===== config.mk =====
export PLATFORM = sky130hd
export DESIGN_NAME = ump_to_midi1_decoder
export DESIGN_NICKNAME = d
export VERILOG_FILES = /design/src/u2m_pkg.sv /design/src/u2m_front.sv /design/src/u2m_queue.sv /design/src/u2m_back.sv /design/src/ump_to_midi1_decoder.sv
export SDC_FILE = /design/constraint.sdc
export NUM_CORES = 1
export LEC_CHECK = 0
export BUFFER_PORTS_ARGS = -buffer_cell sky130_fd_sc_hd__buf_2
export CELL_PAD_IN_SITES_DETAIL_PLACEMENT = 1
export CELL_PAD_IN_SITES_GLOBAL_PLACEMENT = 2
export CORE_MARGIN = 3
export CORE_UTILIZATION = 39
export CTS_BUF_LIST = sky130_fd_sc_hd__clkbuf_4
export CTS_CLUSTER_SIZE = 12
export DETAILED_ROUTE_END_ITERATION = 7
export GPL_TIMING_DRIVEN = 0
export PLACE_DENSITY = 0.71
export SLEW_MARGIN = 20
export SYNTH_ARGS = -nofsm -noshare
export SYNTH_HDL_FRONTEND = slang
export SYNTH_HIERARCHICAL = 1
export SYNTH_SLANG_ARGS = --single-unit
export TNS_END_PERCENT = 30

===== constraint.sdc =====
create_clock -name clk -period 12.2 [get_ports clk]
set_input_delay 1.83 -clock clk [delete_from_list [all_inputs] [get_ports clk]]
set_output_delay 1.83 -clock clk [all_outputs]
set_load 0.05 [all_outputs]

===== src/u2m_pkg.sv =====
`default_nettype none
package u2m_pkg;

  localparam int MSG_BYTES   = 8;
  localparam int MSG_CNT_W   = 4;
  localparam int MSG_IDX_W   = 3;
  localparam int SYSEX_MAX   = 6;
  localparam int QUEUE_DEPTH = 2;

  // message type codes (word0 bits 31:28)
  localparam logic [3:0] MT_SYSTEM  = 4'h1;
  localparam logic [3:0] MT_CHANNEL = 4'h2;
  localparam logic [3:0] MT_SYSEX7  = 4'h3;

  // sysex7 packet kind for a complete message
  localparam logic [3:0] SX_COMPLETE = 4'h0;

  localparam logic [7:0] ST_MTC_QF   = 8'hF1;
  localparam logic [7:0] ST_SONG_POS = 8'hF2;
  localparam logic [7:0] ST_SONG_SEL = 8'hF3;
  localparam logic [7:0] ST_SYSEX    = 8'hF0;
  localparam logic [7:0] ST_EOX      = 8'hF7;
  localparam logic [7:0] DATA_MASK   = 8'h7F;

  typedef struct packed {
    logic [31:0] ump_word0;
    logic [31:0] ump_word1;
  } in_t;

  typedef struct packed {
    logic [7:0] midi_byte;
    logic       last_byte;
  } out_t;

  // one decoded message: bytes in wire order, byte 0 first, and its length
  typedef struct packed {
    logic [MSG_BYTES-1:0][7:0] bytes;
    logic [MSG_CNT_W-1:0]      count;
  } msg_t;

endpackage
`default_nettype wire


===== src/u2m_front.sv =====
`default_nettype none
module u2m_front import u2m_pkg::*; (
  input  wire logic clk,
  input  wire logic rst,
  input  wire logic in_valid,
  output logic      in_stall,
  input  wire in_t  in_data,
  output logic      msg_valid,
  input  wire logic msg_ready,
  output msg_t      msg
);

  logic [3:0] mtype;
  logic [3:0] sx_kind;
  logic [3:0] sx_len;
  logic [7:0] status;
  logic [7:0] d1;
  logic [7:0] d2;
  logic [2:0] len_sat;
  logic [5:0][7:0] sx_data;
  msg_t       dec;
  logic       load;
  logic       fv;
  msg_t       fmsg;

  assign mtype   = in_data.ump_word0[31:28];
  assign sx_kind = in_data.ump_word0[23:20];
  assign sx_len  = in_data.ump_word0[19:16];
  assign status  = in_data.ump_word0[23:16];
  assign d1      = in_data.ump_word0[15:8];
  assign d2      = in_data.ump_word0[7:0];
  assign len_sat = (sx_len > 4'(SYSEX_MAX)) ? 3'(SYSEX_MAX) : sx_len[2:0];

  assign sx_data[0] = d1 & DATA_MASK;
  assign sx_data[1] = d2 & DATA_MASK;
  assign sx_data[2] = in_data.ump_word1[31:24] & DATA_MASK;
  assign sx_data[3] = in_data.ump_word1[23:16] & DATA_MASK;
  assign sx_data[4] = in_data.ump_word1[15:8]  & DATA_MASK;
  assign sx_data[5] = in_data.ump_word1[7:0]   & DATA_MASK;

  always_comb begin
    dec.bytes    = '0;
    dec.bytes[0] = status;
    dec.bytes[1] = d1;
    dec.bytes[2] = d2;
    dec.count    = '0;
    case (mtype)
      MT_SYSTEM: begin
        if (status == ST_SONG_POS) begin
          dec.count = MSG_CNT_W'(3);
        end else if (status == ST_MTC_QF || status == ST_SONG_SEL) begin
          dec.count = MSG_CNT_W'(2);
        end else begin
          dec.count = MSG_CNT_W'(1);
        end
      end
      MT_CHANNEL: begin
        if (status[7:6] == 2'b10 || status[7:4] == 4'hE) begin
          dec.count = MSG_CNT_W'(3);
        end else if (status[7:5] == 3'b110) begin
          dec.count = MSG_CNT_W'(2);
        end
      end
      MT_SYSEX7: begin
        if (sx_kind == SX_COMPLETE) begin
          dec.bytes[0] = ST_SYSEX;
          for (int k = 1; k < MSG_BYTES; k++) begin
            if (k - 1 < int'(len_sat)) begin
              dec.bytes[k] = sx_data[k-1];
            end else begin
              dec.bytes[k] = ST_EOX;
            end
          end
          dec.count = MSG_CNT_W'(len_sat) + MSG_CNT_W'(2);
        end
      end
      default: dec.count = '0;
    endcase
  end

  assign in_stall  = fv && !msg_ready;
  assign load      = in_valid && !in_stall;
  assign msg_valid = fv;
  assign msg       = fmsg;

  // packets that decode to nothing are dropped here
  always_ff @(posedge clk) begin
    if (rst) begin
      fv <= 1'b0;
    end else if (load) begin
      fv <= (dec.count != '0);
    end else if (msg_ready) begin
      fv <= 1'b0;
    end
  end

  always_ff @(posedge clk) begin
    if (load) begin
      fmsg <= dec;
    end
  end

endmodule
`default_nettype wire


===== src/u2m_queue.sv =====
`default_nettype none
module u2m_queue import u2m_pkg::*; #(
  parameter int DEPTH = QUEUE_DEPTH
) (
  input  wire logic clk,
  input  wire logic rst,
  input  wire logic push,
  output logic      ready,
  input  wire msg_t wr_msg,
  output logic      valid,
  input  wire logic pop,
  output msg_t      rd_msg
);

  localparam int PTR_W = (DEPTH > 1) ? $clog2(DEPTH) : 1;
  localparam int CNT_W = $clog2(DEPTH + 1);

  msg_t             mem [DEPTH];
  logic [PTR_W-1:0] wr_ptr;
  logic [PTR_W-1:0] rd_ptr;
  logic [CNT_W-1:0] cnt;
  logic             do_push;
  logic             do_pop;

  assign ready   = (cnt != CNT_W'(DEPTH));
  assign valid   = (cnt != '0);
  assign do_push = push && ready;
  assign do_pop  = pop && valid;
  assign rd_msg  = mem[rd_ptr];

  always_ff @(posedge clk) begin
    if (rst) begin
      wr_ptr <= '0;
      rd_ptr <= '0;
      cnt    <= '0;
    end else begin
      if (do_push) begin
        wr_ptr <= (wr_ptr == PTR_W'(DEPTH - 1)) ? '0 : wr_ptr + PTR_W'(1);
      end
      if (do_pop) begin
        rd_ptr <= (rd_ptr == PTR_W'(DEPTH - 1)) ? '0 : rd_ptr + PTR_W'(1);
      end
      if (do_push && !do_pop) begin
        cnt <= cnt + CNT_W'(1);
      end else if (do_pop && !do_push) begin
        cnt <= cnt - CNT_W'(1);
      end
    end
  end

  always_ff @(posedge clk) begin
    if (do_push) begin
      mem[wr_ptr] <= wr_msg;
    end
  end

endmodule
`default_nettype wire


===== src/u2m_back.sv =====
`default_nettype none
module u2m_back import u2m_pkg::*; (
  input  wire logic clk,
  input  wire logic rst,
  input  wire logic msg_valid,
  output logic      msg_pop,
  input  wire msg_t msg,
  output logic      out_valid,
  input  wire logic out_stall,
  output out_t      out_data
);

  logic                 busy;
  msg_t                 cur;
  logic [MSG_IDX_W-1:0] idx;
  logic                 is_last;
  logic                 beat_done;

  assign is_last   = ({1'b0, idx} == cur.count - MSG_CNT_W'(1));
  assign beat_done = busy && !out_stall;
  // next message loads as the last beat of the current one leaves
  assign msg_pop   = msg_valid && (!busy || (beat_done && is_last));

  assign out_valid          = busy;
  assign out_data.midi_byte = cur.bytes[idx];
  assign out_data.last_byte = is_last;

  always_ff @(posedge clk) begin
    if (rst) begin
      busy <= 1'b0;
      idx  <= '0;
    end else if (msg_pop) begin
      busy <= 1'b1;
      idx  <= '0;
    end else if (beat_done) begin
      if (is_last) begin
        busy <= 1'b0;
        idx  <= '0;
      end else begin
        idx <= idx + MSG_IDX_W'(1);
      end
    end
  end

  always_ff @(posedge clk) begin
    if (msg_pop) begin
      cur <= msg;
    end
  end

endmodule
`default_nettype wire


===== src/ump_to_midi1_decoder.sv =====
// ump to midi 1.0 byte translator
// input channel: in_valid / in_stall / in_data, one beat is one packet
//   (ump_word0, ump_word1); a beat is taken when in_valid is high and
//   in_stall is low
// output channel: out_valid / out_stall / out_data, one beat is one midi
//   byte, last_byte marks the final byte of a message
// front stage decodes a packet into a byte list and a count;
//   packets that translate to nothing are dropped there
// a small message queue (QDEPTH entries) sits between front and back
// back stage serializes one byte per cycle from its message register while out_stall is low
// path: a taken packet passes the front register and the queue before the
//   back message register loads it and its first byte shows on out_valid
// throughput: one byte per cycle while out_stall is low; a packet of n bytes
//   (1 to 8) holds the serializer for n byte beats, so the byte-wide output
//   port sets the packet rate
// reset: rst clears all valid flags and the queue; nothing is emitted
// output stall: the current byte holds; once queue and front fill, in_stall
//   rises and packets wait upstream
`default_nettype none
module ump_to_midi1_decoder import u2m_pkg::*; #(
  parameter int QDEPTH = QUEUE_DEPTH
) (
  input  wire logic clk,
  input  wire logic rst,
  input  wire logic in_valid,
  output logic      in_stall,
  input  wire in_t  in_data,
  output logic      out_valid,
  input  wire logic out_stall,
  output out_t      out_data
);

  // front to queue
  logic f_valid;
  logic q_ready;
  msg_t f_msg;

  // queue to back
  logic q_valid;
  logic q_pop;
  msg_t q_msg;

  u2m_front u_front (
    .clk       (clk),
    .rst       (rst),
    .in_valid  (in_valid),
    .in_stall  (in_stall),
    .in_data   (in_data),
    .msg_valid (f_valid),
    .msg_ready (q_ready),
    .msg       (f_msg)
  );

  u2m_queue #(
    .DEPTH (QDEPTH)
  ) u_queue (
    .clk    (clk),
    .rst    (rst),
    .push   (f_valid),
    .ready  (q_ready),
    .wr_msg (f_msg),
    .valid  (q_valid),
    .pop    (q_pop),
    .rd_msg (q_msg)
  );

  u2m_back u_back (
    .clk       (clk),
    .rst       (rst),
    .msg_valid (q_valid),
    .msg_pop   (q_pop),
    .msg       (q_msg),
    .out_valid (out_valid),
    .out_stall (out_stall),
    .out_data  (out_data)
  );

endmodule
`default_nettype wire


==> out/results.tsv, run 1 <==
stage	metric	value	unit
synthesis	Main synth FF type	edfxtp_1	
die	row count	60	
setup_path	r2r startpoint	u_back/cur[0]	
synthesis	register area share after synthesis	0.757	
detailed_routing	Routed wire per std cell	19.9	microns
min_path	WHS Endpoint	u_queue/mem[0][28]	
die	starting density of the core	0.399	
power_and_ir_drop	leakage power	0.00453	uW
synthesis	area share of the largest cell type after synthesis	0.738	
setup_path	Critical R2R Capture	u_queue/cnt[1]	
die	die area	0.0297	sq mm
synthesis	Synth area leaders	edfxtp_1 74%, mux2_2 5.0%, mux2_4 3.9%, mux4_1 1.9%, dfxtp_1 1.9%	
detailed_routing	Routed Antenna Nets	0	
final_layout	area of the multi-input gates	0.00237	sq mm
final_layout	fillers	2630	
power_and_ir_drop	power per standard cell area	147	mW/mm^2
power_and_ir_drop	clock network power share	0.381	
synthesis	ys async rst share	0	
die	Die X	172	microns
timing	RSZ-0062 raised after global routing	no	
setup_path	Reg2Reg Depth	10	
job	Max Cap Viol	0	
cts	Post-CTS Setup Repair Bufs	0	
timing	fmax	226	MHz
cts	CTS H-Tree Depth	3	
power_and_ir_drop	internal cell power	1450	uW
detailed_routing	DR vias/cell	4.85	
timing	setup violators final	0	
synthesis	synthesized area	0.0108	sq mm
setup_path	Worst setup EP type	primary output	
die	Core Footprint	0.0270	sq mm
cts	CTS tree	built	
placed_design	RePlAce Congestion	0.749	
final_layout	share of cells above drive strength 1	0.398	
min_path	hold path start	u_front/msg[28]	
setup_path	Max FO, Critical Path	10	
cts	clock-pin slew on the worst setup and hold paths	0.06	ns
setup_path	WP data required	10.37	ns
detailed_routing	iteration count of the initial detailed-routing pass	4	
synthesis	Mean Syn Cell Area	19.0	sq um
cts	PostCTS Resize Cnt	0	
timing	Slew Limit Fails	0	
placed_design	hpwl dp	14.6	mm
grt	pin count of the biggest net entering global routing	38	
timing	minimum clock period	4.43	ns
detailed_routing	DRC errors left	0	
final_layout	Nets	790	
cts	Root Buffer	clkbuf_4	
timing	Final Hold Fails	0	
power_and_ir_drop	Gate power share	0.039	
final_layout	final instance area	0.0126	sq mm
timing	relative slew slack	0.394	
cts	hold_buf cts	0	
setup_path	Critical Path AT	2.60	ns
detailed_routing	DR vias	5354	
grt	initial antenna violation count	1	
grt	GRT Resource Usage Total	0.154	
grt	first-pass GRT wire length	33.9	mm
synthesis	Syn Nets	641	
power_and_ir_drop	Sw Share	0.216	
setup_path	CP Launch Type	flop	
power_and_ir_drop	Peak supply drop	0.0423	mV
final_layout	Storage cell area	0.00816	sq mm
setup_path	reg-to-reg slack, setup	8.91	ns
synthesis	#FFs+latches synth	275	
power_and_ir_drop	sequential share of power	0.579	
min_path	Hold Crit Class	reg -> reg	
final_layout	synthesis-to-layout area growth	16.5	%
synthesis	area leader, netlist	edfxtp_1	
cts	clock sinks	275	
cts	Longest Clk Path Bufs	3	
synthesis	EDFF count, synth	265	
timing	setup slack after layout	7.77	ns
synthesis	Ys Warns	6	
detailed_routing	DR iter-0 viols	327	
placed_design	Cell Area, Placed	0.0118	sq mm
min_path	hold depth	0	
cts	Skew-Pair Late Insertion Delay	0.64	ns
run_status	status	finished clean	
die	Top Ports	79	
cts	TritonCTS buffer count	70	
timing	Worst Tran Pin Value	0.904	ns
detailed_routing	routed wire length	21.9	mm
setup_path	CP Class	reg -> out	
final_layout	most frequent cells in the layout	265 x edfxtp_1, 94 x clkbuf_4, 79 x buf_2, 48 x mux2_2, 28 x mux2_4	
power_and_ir_drop	Net Sw Power	400	uW
synthesis	Distinct cells, synth	54	
final_layout	commonest non-fill, non-tap cell in the layout	edfxtp_1	
placed_design	IO Port Bufs	70	
synthesis	Gate Count Post-Synth	566	
die	die height	172	microns
grt	final global-route overflow total	0	
placed_design	pre-CTS WS	8.07	ns
timing	period utilization	0.363	
grt	vias in the first global route	6113	
timing	clk_skew	0.0246	ns
==> worst max path at each step <==
stage / from / end / slack (ns) / cells past startpoint
CTS: u_back/idx[1] / out_data[2] / 7.68 / 5
global placement: out_stall / u_queue/cnt[1] / -0.32 / 7
floorplan: out_stall / u_queue/cnt[1] / 2.99 / 6
global route: u_back/idx[1] / out_data[2] / 7.63 / 5
detailed placement: out_stall / u_queue/cnt[1] / 8.07 / 7
finish: u_back/idx[1] / out_data[2] / 7.77 / 5
==> power by group through the flow <==
| stage | logic [uW] | clock network, uW | registers, uW |
|---|---|---|---|
| 6_report | 72.7 | 706 | 1070 |
| 3_5_place_dp | 73.9 | 0 | 1090 |
| 5_1_grt | 79.5 | 789 | 1070 |
| 3_3_place_gp | 65.5 | 0 | 1100 |
| 4_1_cts | 74.1 | 738 | 1070 |
| 2_1_floorplan | 39.6 | 0 | 1090 |
==> registers in the layout, indices dropped and copies added (netlist names), named ones only <==
register,cells
u_queue/wr_ptr,1
u_queue/cnt,2
u_back/cur,68
u_front/msg,61
u_back/idx,3
u_front/msg_valid,1
u_queue/rd_ptr,1
u_queue/mem,136
u_back/out_valid,1
==> logic make-up after synthesis <==
kind of cell    count (synthesis)  synth area share
flops                         275             0.757
mux                            93             0.126
simple gates                   90            0.0472
buf+inv                        48            0.0259
compound gates                 44            0.0290
xor+xnor                        8           0.00650
fa+ha+maj                       7           0.00812
other cells                     1          0.000348
==> area by class of cell <==
| class | count | area share |
|---|---|---|
| flip-flops and latches | 275 | 0.649 |
| multi-input cells | 243 | 0.189 |
| clock buffers | 94 | 0.0562 |
| repair buffers | 77 | 0.0414 |
| well taps | 341 | 0.0340 |
| plain buffers | 30 | 0.0168 |
| clock inverters | 26 | 0.00807 |
| inverters | 18 | 0.00558 |
| diodes | 1 | 0.000199 |
==> cells in the mapped netlist (7+ instances only) <==
library cell  number
and2_1             9
nand2b_1          16
mux2_2            48
a21o_1             8
mux4_2             8
mux2_4            28
ha_1               7
xor2_1             7
dfxtp_1           10
buf_4              9
or2_2              7
mux4_1             8
a21oi_1            9
buf_2              9
nand2_1            7
nor2_1            24
inv_1             18
edfxtp_1         265
==> critical path, stage by stage (launching register included) <==
cell	delay, ns
dfxtp_1	0.34
buf_2	0.30
buf_2	0.38
mux4_2	0.40
mux2_4	0.30
buf_2	0.22
==> metrics by stage <==
stage | TNS (ns) | utilization | power [uW] | hold slack, ns | std cells
CTS | 0 | 0.465 | 1880 | 0.439 | 1104
finish | 0 | 0.465 | 1850 | 0.444 | 1105
detailed placement | 0 | 0.435 | 1170 | 0.432 | 984
global placement | -0.413 | 0.428 | 1160 | 0.422 | 977
global route | 0 | 0.465 | 1940 | 0.457 | 1105
floorplan | 0 | - | 1130 | 0.421 | 566
==> metal layers <==
layer,share of wire,global-route usage,up-vias
met4,0.015,0.0545,0
met5,0,0,-
met2,0.51,0.260,144
met3,0.054,0.0400,23
met1,0.42,0.195,2669
li1,-,-,2518
(Power assumes the default switching activity.)
==> run 2, diff against run 1 <==
==> constraint.sdc (replaced) <==
create_clock -name clk -period 4.09 [get_ports clk]
set_input_delay 0.6135 -clock clk [delete_from_list [all_inputs] [get_ports clk]]
set_output_delay 0.6135 -clock clk [all_outputs]
set_load 0.05 [all_outputs]
==> run 2 against run 1 <==
  * Via count grew 2.0%
  * Clock skew rose by 0.0022 ns
  * Combinational power grew to 3.0 times the previous value
  * Routed wire length is 1.1% higher
  * Design area increased by 0.56%
  * Die area unchanged
  * Register-to-register slack got worse by 8.1 ns
  * Critical path depth is 7 higher
  * Utilization grew 0.26 points
  * Global-route usage grew 0.22 points
  * Largest cell class unchanged
==> out/results.tsv, run 2 (synthesis gave the netlist of run 1 again) <==
stage	metric	value	unit
run_status	status	finished clean	
cts	Skew-Pair Late Insertion Delay	0.66	ns
die	die area	0.0297	sq mm
power_and_ir_drop	total power	5660	uW
setup_path	Worst setup EP type	flop	
detailed_routing	DRC errors left	0	
cts	clock-pin slew on the worst setup and hold paths	0.07	ns
die	starting density of the core	0.399	
setup_path	CP Class	reg -> reg	
final_layout	share of cells above drive strength 1	0.401	
final_layout	Top reg by flops	u_queue/mem	
timing	Final Hold Fails	0	
timing	Post-Route Setup TNS	0	ns
timing	relative slew slack	0.494	
timing	Slew Limit Fails	0	
setup_path	Max FO, Critical Path	22	
final_layout	final instance area	0.0126	sq mm
cts	clock sinks	275	
timing	period utilization	0.810	
detailed_routing	DR iter-0 viols	315	
timing	minimum clock period	3.31	ns
detailed_routing	Routed Antenna Nets	0	
power_and_ir_drop	power per standard cell area	448	mW/mm^2
timing	clk_skew	0.0268	ns
grt	GRT Resource Usage Total	0.156	
placed_design	hpwl dp	14.8	mm
grt	first-pass GRT wire length	34.3	mm
die	row count	60	
detailed_routing	DR vias	5463	
grt	final global-route overflow total	0	
final_layout	Nets	792	
timing	Fin Hold WS	0.213	ns
grt	initial antenna violation count	1	
detailed_routing	DR vias/cell	4.91	
setup_path	Critical Path AT	3.88	ns
cts	PostCTS Resize Cnt	0	
detailed_routing	routed wire length	22.2	mm
timing	RSZ-0062 raised after global routing	no	
setup_path	WP data required	4.66	ns
cts	Root Buffer	clkbuf_4	
die	Core Footprint	0.0270	sq mm
setup_path	CP Launch Type	flop	
timing	Worst Tran Pin Value	0.754	ns
placed_design	RePlAce Congestion	0.743	
final_layout	most frequent cells in the layout	265 x edfxtp_1, 96 x clkbuf_4, 79 x buf_2, 48 x mux2_2, 28 x mux2_4	
detailed_routing	iteration count of the initial detailed-routing pass	5	
cts	TritonCTS buffer count	72	
min_path	Hold Crit Class	in -> reg	
die	die height	172	microns
final_layout	commonest non-fill, non-tap cell in the layout	edfxtp_1	
grt	vias in the first global route	6192	
timing	setup violators final	0	
job	Max Cap Viol	0	
power_and_ir_drop	leakage power	0.00455	uW
cts	Post-CTS Setup Repair Bufs	0	
die	Top Ports	79	
final_layout	synthesis-to-layout area growth	17.2	%
cts	Longest Clk Path Bufs	3	
cts	CTS H-Tree Depth	3	
cts	CTS tree	built	
placed_design	Cell Area, Placed	0.0118	sq mm
final_layout	max reg flops	136	
power_and_ir_drop	Peak supply drop	0.141	mV
cts	hold_buf cts	0	
grt	pin count of the biggest net entering global routing	38	
placed_design	IO Port Bufs	70	
die	Die X	172	microns
timing	fmax	302	MHz
detailed_routing	Routed wire per std cell	20.0	microns
-- run 2: per-stage QoR --
step | setup WS (ns) | util | instances
3_5_place_dp | 0.747 | 0.435 | 984
6_report | 0.778 | 0.468 | 1112
3_3_place_gp | -1.42 | 0.428 | 977
5_1_grt | 0.515 | 0.468 | 1112
2_1_floorplan | 0.0399 | - | 566
4_1_cts | 0.739 | 0.467 | 1111
-- run 2: path summary, 6_finish.rpt --
kind                            cells after the start  slack [ns]       startpoint                  to
worst max-delay path                               12        0.78    u_back/cur[0]      u_queue/cnt[1]
worst min-delay path                                2        0.21      in_data[41]     u_front/msg[13]
worst max register to register                     12        0.78    u_back/cur[0]      u_queue/cnt[1]
worst min register to register                      0        0.44  u_front/msg[29]  u_queue/mem[0][29]
-- run 2: layer usage --
metal | vias to the layer above | track usage | share of wire
met5 | - | 0 | 0
met4 | 0 | 0.0663 | 0.017
met3 | 25 | 0.0354 | 0.059
met2 | 156 | 0.258 | 0.50
met1 | 2741 | 0.200 | 0.43
li1 | 2541 | - | -
-- run 2: layout make-up --
cell class                      count  area [sq um]
Multi-Input combinational cell    243          2370
Clock inverter                     31           156
Antenna cell                        1          2.50
Tap cell                          341           427
Inverter                           18          70.1
Timing Repair Buffer               77           520
Clock buffer                       96           721
Fill cell                        2628         14400
Sequential cell                   275          8160
Buffer                             30           211
-- run 2: where the power goes --
group	internal (uW)	switching, uW	leakage, uW	total (uW)
clock network	1170	1080	0.000520	2240
registers	3160	33.8	0.00251	3200
logic	93.5	123	0.00152	216
-- run 2: critical path, stage by stage (launching register included) --
cell	delay (ns)
edfxtp_1	0.44
inv_1	0.08
ha_1	0.21
xor2_1	0.23
nand2_1	0.10
a211o_1	0.34
a21boi_4	0.56
buf_16	0.24
o21ai_0	0.17
ha_1	0.24
xor2_1	0.16
or3_1	0.32
a21oi_1	0.15
==> run 3, diff against run 2 <==
--- a/config.mk
+++ b/config.mk
@@ -5,6 +5,7 @@
 export SDC_FILE = /design/constraint.sdc
 export NUM_CORES = 1
 export LEC_CHECK = 0
+export ABC_AREA = 1
 export BUFFER_PORTS_ARGS = -buffer_cell sky130_fd_sc_hd__buf_2
 export CELL_PAD_IN_SITES_DETAIL_PLACEMENT = 1
 export CELL_PAD_IN_SITES_GLOBAL_PLACEMENT = 2
@@ -14,7 +15,7 @@
 export CTS_CLUSTER_SIZE = 12
 export DETAILED_ROUTE_END_ITERATION = 7
 export GPL_TIMING_DRIVEN = 0
-export PLACE_DENSITY = 0.71
+export PLACE_DENSITY = 0.74
 export SLEW_MARGIN = 20
 export SYNTH_ARGS = -nofsm -noshare
 export SYNTH_HDL_FRONTEND = slang
==> constraint.sdc (replaced) <==
create_clock -name clk -period 3.3 [get_ports clk]
set_input_delay 0.495 -clock clk [delete_from_list [all_inputs] [get_ports clk]]
set_output_delay 0.495 -clock clk [all_outputs]
set_load 0.05 [all_outputs]
==> run 3 against run 2 <==
  * Flip-flop and latch count unchanged
  * Critical path depth down 5
  * Worst setup slack worse by 0.51 ns
  * Critical endpoint is now out_data[1]
==> out/results.tsv, run 3 <==
stage	metric	value	unit
die	Core Footprint	0.0272	sq mm
min_path	Hold Crit Class	in -> reg	
min_path	hold depth	2	
timing	Worst Tran Pin Value	0.539	ns
detailed_routing	DR iter-0 viols	303	
setup_path	Max stage delay on crit path	0.43	ns
timing	Slew Limit Fails	0	
job	Max Cap Viol	0	
synthesis	Ys Warns	6	
timing	setup slack after layout	0.264	ns
setup_path	critical path's slowest cell	clkbuf_1	
cts	Longest Clk Path Bufs	3	
detailed_routing	DR vias/cell	4.60	
detailed_routing	DR vias	5953	
timing	Post-Route Setup TNS	0	ns
timing	minimum clock period	3.04	ns
grt	grt met2 use	0.251	
grt	pin count of the biggest net entering global routing	40	
detailed_routing	iteration count of the initial detailed-routing pass	4	
grt	vias in the first global route	6688	
synthesis	Syn Nets	803	
synthesis	EDFF count, synth	265	
synthesis	Distinct cells, synth	34	
timing	Final Hold Fails	0	
final_layout	share of cells above drive strength 1	0.334	
die	die area	0.0299	sq mm
final_layout	Nets	952	
synthesis	Main synth FF type	edfxtp_1	
synthesis	area share of the largest cell type after synthesis	0.732	
setup_path	delay-heaviest family, CP	buffers and inverters	
detailed_routing	DRC errors left	0	
final_layout	max reg flops	136	
grt	initial antenna violation count	1	
setup_path	WP data required	2.80	ns
final_layout	fillers	2842	
cts	CTS tree	built	
synthesis	register area share after synthesis	0.751	
detailed_routing	Routed wire per std cell	17.3	microns
cts	CTS H-Tree Depth	3	
grt	M1 GR Usage	0.199	
timing	RSZ-0062 raised after global routing	no	
placed_design	RePlAce Congestion	0.794	
synthesis	most frequent cell after synthesis	edfxtp_1	
synthesis	#FFs+latches synth	275	
final_layout	Top reg by flops	u_queue/mem	
synthesis	Gate Count Post-Synth	728	
placed_design	Cell Area, Placed	0.0119	sq mm
cts	TritonCTS buffer count	68	
run_status	status	finished clean	
placed_design	Placed Cells	1179	
final_layout	synthesis-to-layout area growth	17.8	%
timing	period utilization	0.920	
grt	GRT Resource Usage Total	0.153	
synthesis	Synth area leaders	edfxtp_1 73%, mux2_2 5.0%, nand2_1 3.2%, nor2_1 2.9%, mux2_4 2.8%	
grt	layer with the highest usage	met2	
cts	Skew-Pair Late Insertion Delay	0.63	ns
grt	final global-route overflow total	0	
setup_path	CP Class	reg -> out	
power_and_ir_drop	Peak supply drop	0.178	mV
grt	global-route met3 utilization	0.0345	
cts	PostCTS Resize Cnt	0	
setup_path	Reg2Reg Depth	14	
placed_design	IO Port Bufs	70	
timing	fmax	329	MHz
setup_path	Critical path buffers and inverters	3	
detailed_routing	routed wire length	22.4	mm
setup_path	Worst setup EP type	primary output	
cts	clock sinks	275	
setup_path	cells along the critical path	buf_2, clkbuf_1, o21ai_0, o22ai_1, nand2_1, nand2_1, buf_2	
setup_path	WP depth	7	
cts	Root Buffer	clkbuf_4	
setup_path	Max FO, Critical Path	10	
cts	Post-CTS Setup Repair Bufs	0	
die	Top Ports	79	
placed_design	pre-CTS WS	0.370	ns
placed_design	hpwl dp	15.8	mm
power_and_ir_drop	leakage power	0.00493	uW
synthesis	Mean Syn Cell Area	14.9	sq um
cts	clock-pin slew on the worst setup and hold paths	0.07	ns
synthesis	Post-synth top cells	265 x edfxtp_1, 93 x nand2_1, 85 x nor2_1	
die	Die X	173	microns
synthesis	synthesized area	0.0109	sq mm
final_layout	commonest non-fill, non-tap cell in the layout	edfxtp_1	
final_layout	area of the multi-input gates	0.00229	sq mm
final_layout	final instance area	0.0128	sq mm
timing	setup violators final	0	
grt	first-pass GRT wire length	35.7	mm
setup_path	Critical Path AT	2.54	ns
final_layout	Storage cell area	0.00816	sq mm
setup_path	CP Launch Type	flop	
synthesis	ys async rst share	0	
die	starting density of the core	0.400	
timing	relative slew slack	0.640	
final_layout	most frequent cells in the layout	265 x edfxtp_1, 93 x clkbuf_4, 93 x nand2_1, 82 x nor2_1, 81 x buf_2	
synthesis	area leader, netlist	edfxtp_1	
detailed_routing	Routed Antenna Nets	0	
cts	hold_buf cts	0	
power_and_ir_drop	power per standard cell area	549	mW/mm^2
final_layout	fin cells	1294	
die	die height	173	microns
timing	clk_skew	0.0452	ns
die	row count	60	
run 3: final cells by class:
class | instances | share of cell area
Clock buffer | 93 | 0.0546
Clock inverter | 21 | 0.0128
Timing Repair Buffer | 79 | 0.0450
Sequential cell | 275 | 0.638
Antenna cell | 1 | 0.000196
Tap cell | 372 | 0.0364
Buffer | 30 | 0.0163
Inverter | 60 | 0.0180
Multi-Input combinational cell | 363 | 0.179
run 3: cell families after synthesis:
kind of cell,after synthesis,synth area share
buf+inv,90,0.0402
mux,68,0.0774
simple gates,216,0.0864
flops,275,0.751
fa+ha+maj,7,0.00806
xor+xnor,1,0.000806
other cells,1,0.000345
compound gates,70,0.0359
run 3: through the flow:
stage / power [uW] / utilization / hold WS [ns]
2_1_floorplan: 4180 / - / 0.421
3_3_place_gp: 4300 / 0.430 / 0.425
3_5_place_dp: 4320 / 0.439 / 0.433
4_1_cts: 7150 / 0.471 / 0.0517
5_1_grt: 7370 / 0.471 / 0.0657
6_report: 7030 / 0.471 / 0.105
run 3: power by group:
group          switching (uW)  internal, uW
logic                     193           101
clock network            1250          1540
registers                37.4          3910
total                    1480          5550
run 3: final timing paths:
| path | startpoint | endpoint | slack (ns) |
|---|---|---|---|
| min | rst | u_front/msg_valid | 0.11 |
| max | u_back/idx[0] | out_data[1] | 0.26 |
| max reg2reg | u_back/cur[0] | u_queue/cnt[0] | 0.37 |
| min reg2reg | u_front/msg[33] | u_queue/mem[1][33] | 0.44 |
run 3: worst register-to-register path, cell delays in order, from the launching register on:
cell and delay, ns:
edfxtp_1 0.40, inv_1 0.14, ha_1 0.26, nand2_1 0.09, nand2_2 0.06, nor2_2 0.11
nand4_1 0.16, nand2_1 0.14, nand2_2 0.09, inv_4 0.34, buf_12 0.29, nand2_1 0.10
ha_1 0.32, o21ai_0 0.22, a21oi_1 0.08
run 3: metal layers:
layer	share of wire	wire length, microns
met4	0.020	450
met3	0.047	1050
met2	0.48	10700
met1	0.46	10300
met5	0	0
